## src/hdl/fbh_pkg.sv

```systemverilog
// Shared types and constants for the filename bucket hash.
package fbh_pkg;

   localparam int CHAR_W   = 8;
   localparam int HASH_W   = 32;
   localparam int BUCKET_W = 31;
   localparam int LOG2_W   = 5;

   localparam logic [HASH_W-1:0] HASH_SEED  = 32'h1234_5678;
   localparam logic [HASH_W-1:0] POS_OFFSET = 32'd119;
   localparam int FOLD_SHIFT_LO = 10;
   localparam int FOLD_SHIFT_HI = 20;

   localparam logic [CHAR_W-1:0] CHAR_UPPER_A  = 8'h41;
   localparam logic [CHAR_W-1:0] CHAR_UPPER_Z  = 8'h5A;
   localparam logic [CHAR_W-1:0] CHAR_CASE_BIT = 8'h20;
   localparam logic [CHAR_W-1:0] CHAR_DOT      = 8'h2E;
   localparam logic [CHAR_W-1:0] CHAR_NUL      = 8'h00;
   localparam logic [CHAR_W-1:0] CHAR_BSLASH   = 8'h5C;
   localparam logic [CHAR_W-1:0] CHAR_SLASH    = 8'h2F;

   localparam logic [LOG2_W-1:0] TABLE_LOG2_RESET = 5'd10;

   typedef struct packed {
      logic [CHAR_W-1:0] char_code;
      logic              accumulate;
      logic              last;
   } entry_type;

endpackage

```

## src/hdl/filename_bucket_hash_core.sv

```systemverilog
// Top level of the filename bucket hash: control register, front end, queue and back end.
//
// A name is written one byte per word, with end_of_name set on its final byte; the bucket
// for that name passes from the queue slot through the product register into the output
// register. The block takes one byte every cycle while full is low: the front end
// classifies each byte as it arrives, a short queue of QUEUE_DEPTH words holds classified
// bytes, and the back end runs a two-stage pipeline of one 8 by 32 bit multiply followed
// by the 32-bit accumulate and fold. A result passes through a single output register, so
// the next name is accepted while a bucket still waits; only when the final byte of a
// further name is held behind that waiting bucket and the queue has filled behind it does
// full rise. The table size is held in one control register, which the user must write
// only while the block is idle; the block itself does not enforce this.
module filename_bucket_hash_core #(
   parameter int QUEUE_DEPTH = 4
) (
   input  logic        clock,
   input  logic        reset,
   input  logic        req_push,
   output logic        req_full,
   input  logic [7:0]  req_name_byte,
   input  logic        req_end_of_name,
   output logic        rsp_empty,
   input  logic        rsp_pop,
   output logic [30:0] rsp_bucket,
   input  logic        csr_valid,
   output logic        csr_ready,
   input  logic [4:0]  csr_data
);

   logic [fbh_pkg::LOG2_W-1:0] table_log2_ff, table_log2_in;
   logic                       q_push, q_pop, q_empty;
   fbh_pkg::entry_type         push_entry, pop_entry;

   assign csr_ready     = 1'b1;
   assign table_log2_in = (csr_valid & csr_ready) ? csr_data : table_log2_ff;

   always_ff @(posedge clock) begin
      if (reset) begin
         table_log2_ff <= fbh_pkg::TABLE_LOG2_RESET;
      end else begin
         table_log2_ff <= table_log2_in;
      end
   end

   fbh_front u_front (
      .clock           (clock),
      .reset           (reset),
      .req_push        (req_push),
      .req_full        (req_full),
      .req_name_byte   (req_name_byte),
      .req_end_of_name (req_end_of_name),
      .q_push          (q_push),
      .q_entry         (push_entry)
   );

   fbh_queue #(
      .DEPTH (QUEUE_DEPTH)
   ) u_queue (
      .clock      (clock),
      .reset      (reset),
      .push       (q_push),
      .push_entry (push_entry),
      .full       (req_full),
      .pop        (q_pop),
      .pop_entry  (pop_entry),
      .empty      (q_empty)
   );

   fbh_back u_back (
      .clock      (clock),
      .reset      (reset),
      .q_empty    (q_empty),
      .q_entry    (pop_entry),
      .q_pop      (q_pop),
      .table_log2 (table_log2_ff),
      .rsp_empty  (rsp_empty),
      .rsp_pop    (rsp_pop),
      .rsp_bucket (rsp_bucket)
   );

endmodule

```

## src/hdl/fbh_front.sv

```systemverilog
// Front end: normalises each name byte and tracks the stop condition.
module fbh_front (
   input  logic                clock,
   input  logic                reset,
   input  logic                req_push,
   input  logic                req_full,
   input  logic [7:0]          req_name_byte,
   input  logic                req_end_of_name,
   output logic                q_push,
   output fbh_pkg::entry_type  q_entry
);

   logic                        stopped_ff;
   logic                        stopped_in;
   logic                        accepted;
   logic                        is_stop;
   logic [fbh_pkg::CHAR_W-1:0]  lowered;

   assign accepted = req_push & ~req_full;

   always_comb begin
      lowered = req_name_byte;
      if (req_name_byte >= fbh_pkg::CHAR_UPPER_A && req_name_byte <= fbh_pkg::CHAR_UPPER_Z) begin
         lowered = req_name_byte | fbh_pkg::CHAR_CASE_BIT;
      end
      is_stop = (lowered == fbh_pkg::CHAR_DOT) || (lowered == fbh_pkg::CHAR_NUL);
   end

   always_comb begin
      q_entry.char_code  = (lowered == fbh_pkg::CHAR_BSLASH) ? fbh_pkg::CHAR_SLASH : lowered;
      q_entry.accumulate = ~stopped_ff & ~is_stop;
      q_entry.last       = req_end_of_name;
   end

   assign q_push = accepted;

   always_comb begin
      stopped_in = stopped_ff;
      if (accepted) begin
         stopped_in = req_end_of_name ? 1'b0 : (stopped_ff | is_stop);
      end
   end

   always_ff @(posedge clock) begin
      if (reset) begin
         stopped_ff <= 1'b0;
      end else begin
         stopped_ff <= stopped_in;
      end
   end

endmodule

```

## src/hdl/fbh_queue.sv

```systemverilog
// Small first-in first-out queue of classified words between front and back.
module fbh_queue #(
   parameter int DEPTH = 4
) (
   input  logic                clock,
   input  logic                reset,
   input  logic                push,
   input  fbh_pkg::entry_type  push_entry,
   output logic                full,
   input  logic                pop,
   output fbh_pkg::entry_type  pop_entry,
   output logic                empty
);

   localparam int PTR_W = (DEPTH > 1) ? $clog2(DEPTH) : 1;
   localparam int CNT_W = $clog2(DEPTH + 1);
   localparam logic [PTR_W-1:0] LAST_PTR = PTR_W'(DEPTH - 1);

   fbh_pkg::entry_type  slot_ff [DEPTH];
   logic [PTR_W-1:0]    wr_ptr_ff, wr_ptr_in;
   logic [PTR_W-1:0]    rd_ptr_ff, rd_ptr_in;
   logic [CNT_W-1:0]    count_ff, count_in;
   logic                do_push, do_pop;

   assign full      = (count_ff == CNT_W'(DEPTH));
   assign empty     = (count_ff == '0);
   assign do_push   = push & ~full;
   assign do_pop    = pop & ~empty;
   assign pop_entry = slot_ff[rd_ptr_ff];

   always_comb begin
      wr_ptr_in = wr_ptr_ff;
      rd_ptr_in = rd_ptr_ff;
      count_in  = count_ff;
      if (do_push) begin
         wr_ptr_in = (wr_ptr_ff == LAST_PTR) ? '0 : wr_ptr_ff + 1'b1;
      end
      if (do_pop) begin
         rd_ptr_in = (rd_ptr_ff == LAST_PTR) ? '0 : rd_ptr_ff + 1'b1;
      end
      if (do_push && !do_pop) begin
         count_in = count_ff + 1'b1;
      end else if (do_pop && !do_push) begin
         count_in = count_ff - 1'b1;
      end
   end

   always_ff @(posedge clock) begin
      if (reset) begin
         wr_ptr_ff <= '0;
         rd_ptr_ff <= '0;
         count_ff  <= '0;
      end else begin
         wr_ptr_ff <= wr_ptr_in;
         rd_ptr_ff <= rd_ptr_in;
         count_ff  <= count_in;
      end
   end

   always_ff @(posedge clock) begin
      if (do_push) begin
         slot_ff[wr_ptr_ff] <= push_entry;
      end
   end

endmodule

```

## src/hdl/fbh_back.sv

```systemverilog
// Back end: weighted multiply, accumulation, folding and the result register.
module fbh_back (
   input  logic                         clock,
   input  logic                         reset,
   input  logic                         q_empty,
   input  fbh_pkg::entry_type           q_entry,
   output logic                         q_pop,
   input  logic [fbh_pkg::LOG2_W-1:0]   table_log2,
   output logic                         rsp_empty,
   input  logic                         rsp_pop,
   output logic [30:0]                  rsp_bucket
);

   localparam logic [fbh_pkg::BUCKET_W-1:0] MASK_ALL = '1;
   localparam logic [fbh_pkg::LOG2_W-1:0]   MAX_LOG2 = fbh_pkg::LOG2_W'(fbh_pkg::BUCKET_W);

   logic                          a_valid_ff, a_valid_in;
   logic                          a_accumulate_ff;
   logic                          a_last_ff;
   logic [fbh_pkg::HASH_W-1:0]    a_product_ff, a_product_in;
   logic [fbh_pkg::HASH_W-1:0]    pos_ff, pos_in;
   logic [fbh_pkg::HASH_W-1:0]    acc_ff, acc_in;
   logic                          out_valid_ff, out_valid_in;
   logic [fbh_pkg::BUCKET_W-1:0]  out_bucket_ff, out_bucket_in;
   logic [fbh_pkg::HASH_W-1:0]    char_ext;
   logic [fbh_pkg::HASH_W-1:0]    acc_sum;
   logic [fbh_pkg::HASH_W-1:0]    folded;
   logic [fbh_pkg::BUCKET_W-1:0]  bucket_mask;
   logic                          advance;
   logic                          retire;

   assign advance = ~(a_valid_ff & a_last_ff & out_valid_ff & ~rsp_pop);
   assign q_pop   = ~q_empty & advance;
   assign retire  = a_valid_ff & advance;

   assign char_ext     = {{(fbh_pkg::HASH_W - fbh_pkg::CHAR_W){q_entry.char_code[fbh_pkg::CHAR_W-1]}},
                          q_entry.char_code};
   assign a_product_in = char_ext * (pos_ff + fbh_pkg::POS_OFFSET);
   assign a_valid_in   = advance ? ~q_empty : a_valid_ff;

   always_comb begin
      pos_in = pos_ff;
      if (q_pop) begin
         if (q_entry.last) begin
            pos_in = '0;
         end else if (q_entry.accumulate) begin
            pos_in = pos_ff + 1'b1;
         end
      end
   end

   always_comb begin
      acc_sum     = a_accumulate_ff ? acc_ff + a_product_ff : acc_ff;
      folded      = acc_sum ^ (acc_sum >> fbh_pkg::FOLD_SHIFT_LO) ^ (acc_sum >> fbh_pkg::FOLD_SHIFT_HI);
      bucket_mask = MASK_ALL >> (MAX_LOG2 - table_log2);
      acc_in        = acc_ff;
      out_bucket_in = out_bucket_ff;
      if (retire) begin
         acc_in = a_last_ff ? fbh_pkg::HASH_SEED : acc_sum;
         if (a_last_ff) begin
            out_bucket_in = folded[fbh_pkg::BUCKET_W-1:0] & bucket_mask;
         end
      end
      out_valid_in = (out_valid_ff & ~rsp_pop) | (retire & a_last_ff);
   end

   always_ff @(posedge clock) begin
      if (reset) begin
         a_valid_ff   <= 1'b0;
         pos_ff       <= '0;
         acc_ff       <= fbh_pkg::HASH_SEED;
         out_valid_ff <= 1'b0;
      end else begin
         a_valid_ff   <= a_valid_in;
         pos_ff       <= pos_in;
         acc_ff       <= acc_in;
         out_valid_ff <= out_valid_in;
      end
   end

   always_ff @(posedge clock) begin
      if (advance) begin
         a_product_ff    <= a_product_in;
         a_accumulate_ff <= q_entry.accumulate;
         a_last_ff       <= q_entry.last;
      end
      out_bucket_ff <= out_bucket_in;
   end

   assign rsp_empty  = ~out_valid_ff;
   assign rsp_bucket = out_bucket_ff;

endmodule

```

## config.mk

```make
export PLATFORM = sky130hd
export DESIGN_NAME = filename_bucket_hash_core
export DESIGN_NICKNAME = d
export VERILOG_FILES = /design/src/hdl/fbh_pkg.sv /design/src/hdl/filename_bucket_hash_core.sv /design/src/hdl/fbh_front.sv /design/src/hdl/fbh_queue.sv /design/src/hdl/fbh_back.sv
export SDC_FILE = /design/constraint.sdc
export NUM_CORES = 1
export LEC_CHECK = 0
export BUFFER_PORTS_ARGS = -buffer_cell sky130_fd_sc_hd__buf_2
export CORE_MARGIN = 5
export CORE_UTILIZATION = 25
export CTS_BUF_LIST = sky130_fd_sc_hd__clkbuf_8
export DETAILED_ROUTE_END_ITERATION = 12
export HOLD_SLACK_MARGIN = 0.08
export SLEW_MARGIN = 20
export SYNTH_ARGS = -nofsm -noshare
export SYNTH_HDL_FRONTEND = slang
export SYNTH_SLANG_ARGS = --single-unit
```

## constraint.sdc

```tcl
create_clock -name clock -period 7.3 [get_ports clock]
set_clock_uncertainty 0.2 [all_clocks]
set_input_delay 1.095 -clock clock [delete_from_list [all_inputs] [get_ports clock]]
set_output_delay 1.095 -clock clock [all_outputs]
set_load 0.005 [all_outputs]
```

Yosys cells after proc, flatten, opt, wreduce, memory -nomap -nowiden
Memories as Yosys holds them, arrays and structs flattened. A register that Yosys moved wholly into a read port is not among the register bits.
Index checks and enable logic that the tools add are counted.
Storage, ports and cells
  flip-flop bits (word level): 144
  latch bits: 0
  memory bits (writable): 40
  bits in read-only memories: 0
  input bits: 19
  output and inout port bits: 34
  word-level logic and storage cells: 81
  memories: 1
Cells by class
  add/subtract/negate cells: 8
  multipliers: 1
  div/mod/pow operators: 0
  magnitude comparators: 2
  equality and inequality tests: 5
  shift-type cells: 1
  mux-type cells: 15
  bitwise operators: 23
  reduce and logical (&&, ||, !) cells: 12
Memories
  u_queue.slot_ff: depth 4, bits a word 10, read ports 1, clocked after memory_dff 1, write ports 1, line fbh_queue.sv:19  | fbh_pkg::entry_type slot_ff [DEPTH];
Operators by type and width (number)
  $mux W32: 4
  $add A32 B1 Y32 const B: 1
  $add A32 B32 Y32: 1
  $add A32 B7 Y32 const B: 1
  $mul A8 B32 Y32: 1
  $and A31 B31 Y31: 1
  $shr A31 B5 Y31 const A: 1
  $xor A31 B12 Y31: 1
  $xor A31 B22 Y31: 1
  $and A1 B1 Y1: 11
  $eq A8 B6 Y1 const B: 1
  $eq A8 B7 Y1 const B: 1
  $ge A8 B7 Y1 const B: 1
  $le A8 B7 Y1 const B: 1
  $logic_not A8 Y1: 1
  $mux W2: 4
  $mux W8: 1
  $not A1 Y1: 7
  $mux W3: 2
  $mux W6: 1
  $sub A5 B5 Y5 const A: 1
  $add A2 B1 Y2 const B: 2
  $eq A2 B2 Y1 const B: 2
  $reduce_and A2 Y1: 2
  other kinds (10): 17

Depth between registers and ports, before layout
  depth after elaboration: 9
  gate-level depth with buffers: 28

Modules after synthesis
From an unflattened synthesis, not the netlist that was laid out.
Second synthesis, totals
  cells, all modules: 1846
  area, all modules: 17406.7 um^2
Modules (own cells, without submodules)
  fbh_back: times used 1, cells an instance 1694, area each 15043.2 um^2, seq. area each 3273.1 um^2
  fbh_queue: times used 1, cells an instance 102, area each 1930.6 um^2, seq. area each 1381.3 um^2
  fbh_front: times used 1, cells an instance 32, area each 242.7 um^2, seq. area each 20.0 um^2
  filename_bucket_hash_core: times used 1, cells an instance 18, area each 190.2 um^2, seq. area each 100.1 um^2

Worst setup path after synthesis
Ideal clock, no wire load.
  kind: register to register
  start: reg with a tool-made name
  end: reg u_back.a_product_ff[30] in the netlist's numbering, data pin
  setup time: 0.258 ns
  data arrival time: 6.347 ns
  required time: 6.842 ns
  slack: 0.495 ns
  stages on the path, launching flop included: 24
  path buffers: 4
  clock period less this slack: 6.805 ns
  path through: dfxtp_1 > buf_2 > buf_1 > mux2_2 > o21ai_0 > clkbuf_1 > clkbuf_1 > nor2_1 > fa_1 > fa_1 > fa_1 > inv_1 > fa_1 > inv_1 > ha_1 > a21o_1 > a211o_1 > o221ai_1 > a21o_1 > o21ai_0 > a2111oi_0 > o41ai_1 > a21oi_1 > xnor2_1
RTL lines
  end signal, assigned: line fbh_back.sv:83  | a_product_ff <= a_product_in;
  end, declared: line fbh_back.sv:20  | logic [fbh_pkg::HASH_W-1:0] a_product_ff, a_product_in;

Worst setup path in the final report
  start: reg u_back.pos_ff[1] in the netlist's numbering
  end: reg u_back.a_product_ff[31] in the netlist's numbering, data pin
Between the ends
  word-level cells in the longest chain between the ends: 2
RTL lines
  start, declared: line fbh_back.sv:21  | logic [fbh_pkg::HASH_W-1:0] pos_ff, pos_in;
  start signal, assigned: line fbh_back.sv:75  | pos_ff <= pos_in;
  $add A32 B7 Y32: line fbh_back.sv:38  | assign a_product_in = char_ext * (pos_ff + fbh_pkg::POS_OFFSET);
  $mul A8 B32 Y32: line fbh_back.sv:38
  net u_back.a_product_in, one bit: line fbh_back.sv:20
The timed path passes the listed nets, and every way through them passes these cells.
A chain may end at the register's enable or synchronous reset.

==> key figures <==
Outcome
  • Status: complete, no violations

Synthesis
  • Syn Area/Cell: 9.17 um^2
  • Syn nets: 2119
  • FFs w/ async S/R, synth: 0%
  • Distinct cells, synth: 75
  • Largest cells by area after synthesis: fa_1 19%, edfxtp_1 19%, dfxtp_1 9.6%
  • EDFF count, synth: 105
  • Sequential area share after synthesis: 28.4%
  • Synthesized area: 16800 um^2
  • Post-synthesis instance total: 1835
  • Yosys top cell by area: fa_1
  • Post-synth top area share: 18.9%
  • Register bit count reported by yosys: 186
  • Main flop type after synthesis: edfxtp_1
  • Synth warnings: 0

Worst setup path
  • Critical path class: flop to flop
  • CP endpoint kind: flop
  • WP data required: 7370 ps
  • Worst Path Max Fanout: 8
  • Worst path arrival time: 6900 ps
  • Startpoint types: flop

Die
  • I/O Pins: 53
  • Chip width: 269 um
  • Die area: 72600 um^2
  • Die Height: 269 um
  • Core ar.: 66900 um^2
  • Initial Utilization: 25.1%
  • Row Count: 95

Detailed routing
  • Iter 0 DRT Violations: 595
  • Final ANT Viol Nets: 0
  • Via count: 12300
  • DRT Pass-1 Iters: 5
  • Vias/cell: 4.46
  • Avg WL per Cell: 14.1 um
  • Final WL: 38800 um
  • Drc violations: 0

Layout
  • FILL cells: 7116
  • Post-layout net count: 2148
  • Layout area overhead: 10.5%
  • Multi-input logic area: 10800 um^2
  • FF/Latch Area: 4770 um^2
  • Antenna cells: 0
  • Share of layout cells above drive strength 1: 9.59%

Flow run
  • Max_cap viols: 0

Clock tree
  • H-tree depth: 4
  • Cts hold-fix bufs: 0
  • Clock latency at the later pin of the worst-skew pair: 520 ps
  • Reg clk slew, reported paths: 110 ps
  • CTS Root Buffer Type: clkbuf_8
  • TritonCTS clock tree: yes
  • Total CTS buffers: 17
  • Sinks on Clock Net: 186
  • Max clock buf depth: 2
  • Setup Buffers After CTS: 0

Hold path
  • Hold Path Class: flop to flop

STA
  • Fmax achieved: 147 MHz
  • Min cycle time layout: 6830 ps
  • TNS Setup: 0 ps
  • Tcrit/Tclk final: 93.5%
  • Slew Limit Headroom: 32.0%
  • Least-Margin Pin Slew: 1020 ps
  • Fin. max-slew vios: 0
  • Unrepaired setup endpoints after global routing: false
  • Setup Viol. Count Final: 0
  • Final Hold Fails: 0

GRT
  • Remaining Overflow, GRT: 0
  • Initial antenna violation count: 0
  • First-pass GRT wire length: 64500 um
  • Largest net degree at the start of global routing: 44
  • Overall Global Routing Usage: 10.7%
  • Vias in the first global route: 12300

Placement
  • Final HPWL DP: 30600 um
  • Placer Congestion: 0.845
  • Count of input and output buffers: 51
metal layers:
layer	up-vias	global-route usage (%)	share of wire (%)
met4	0	2.78	2.1
li1	6081	-	-
met1	5874	15.1	49
met5	-	0	0
met2	263	16.8	44
met3	50	2.27	5.0
synth_stat cells, drive strengths merged, types with 4 or more instances:
| cell type | number |
|---|---|
| nor2 | 287 |
| inv | 246 |
| fa | 159 |
| ha | 106 |
| edfxtp | 105 |
| nand2 | 95 |
| a21oi | 93 |
| xnor2 | 87 |
| dfxtp | 81 |
| clkbuf | 58 |
| o21ai | 54 |
| xor2 | 50 |
| mux2i | 39 |
| or2 | 36 |
| and2 | 29 |
| nand3 | 27 |
| nor3 | 24 |
| a21o | 22 |
| buf | 19 |
| nand2b | 19 |
| nor2b | 19 |
| nand4 | 15 |
| and3 | 13 |
| o211ai | 13 |
| a22oi | 12 |
| or3 | 12 |
| mux2 | 9 |
| nor3b | 9 |
| a31oi | 8 |
| o21a | 7 |
| o21bai | 6 |
| a211oi | 5 |
| and4 | 5 |
| nor4 | 5 |
| a2111oi | 4 |
| a211o | 4 |
| o31ai | 4 |
| or4 | 4 |
metrics by stage:
stage / area (um^2) / hold WS [ps] / worst slack [ps] / util (%) / instances
6_report: 18600 / 289 / 474 / 27.8 / 2750
5_1_grt: 18600 / 309 / 96.4 / 27.8 / 2750
4_1_cts: 18600 / 289 / 375 / 27.8 / 2750
3_5_place_dp: 18200 / 273 / 392 / 27.1 / 2718
3_3_place_gp: 18200 / 273 / 418 / 27.1 / 2718
2_1_floorplan: 16800 / 254 / 495 / - / 1835
critical path, cell delays in order, from the launching register on:
cell and delay (ps):
dfxtp_1 460, inv_1 90, ha_1 210, nor2b_1 140, o21ai_0 360, nand2_1 190
nor2_1 260, xnor2_2 250, nor2_1 110, fa_1 500, fa_1 460, fa_1 520
inv_1 60, fa_1 540, inv_1 50, ha_1 350, a21oi_1 170, nor2b_1 60
o21ai_0 140, nand2b_1 90, a21o_1 190, or4b_2 650, a31oi_1 240, o21ai_0 150
xnor2_1 140
area by class of cell:
cell class	count	area share (%)
clock inverters	15	0.996
multi-input cells	1325	58.3
repair buffers	87	2.89
well taps	873	5.88
flip-flops and latches	186	25.7
clock buffers	17	1.26
inverters	247	4.99
timing repair:
| item | in CTS | in global routing |
|---|---|---|
| endpoints found under the hold margin | 0 | 0 |
| gates resized for setup | 0 | 2 |
| setup endpoints to repair | 0 | 2 |
kinds of logic after synthesis:
family | Yosys count | share of synthesized area [%]
multiplexers | 50 | 3.19
other | 1 | 0.0223
flip-flops | 186 | 28.4
adder cells (fa/ha/maj) | 265 | 26.8
buffers and inverters | 324 | 7.39
XOR/XNOR | 139 | 7.40
AND/OR/NAND/NOR | 609 | 16.9
AO/OA/AOI/OAI | 261 | 9.86
worst paths after layout:
check	startpoint	to	slack (ps)	depth (start not counted)
setup / recovery	u_back.pos_ff[1]	u_back.a_product_ff[31]	470	24
hold / removal	u_queue.rd_ptr_ff[1]	flop	290	2
setup reg to reg	u_back.pos_ff[1]	u_back.a_product_ff[31]	470	24
hold reg to reg	u_queue.rd_ptr_ff[1]	flop	290	2
cell usage in the layout (no fill, tap or decap), types with 39 or more instances in the layout:
cell type and n:
xor2_1 50, nor2_1 287, edfxtp_1 105, o21ai_0 46, mux2i_1 39, a21oi_1 93
ha_1 106, xnor2_1 86, buf_2 51, nand2_1 95, dfxtp_1 81, inv_1 245
fa_1 159
state kept, by name, indices dropped and copies added (netlist names), named ones only:
name,flops
u_queue.rd_ptr_ff,2
u_back.a_valid_ff,1
u_back.out_valid_ff,1
u_queue.wr_ptr_ff,2
u_back.acc_ff,32
u_back.a_last_ff,1
u_back.a_product_ff,32
u_back.rsp_bucket,31
u_queue.slot_ff,40
u_back.pos_ff,32
u_queue.count_ff,3
table_log2_ff,5
u_front.stopped_ff,1
u_back.a_accumulate_ff,1
Power is not shown: default switching activity piles up to over one toggle a cycle in this logic, so the estimate is an artifact.
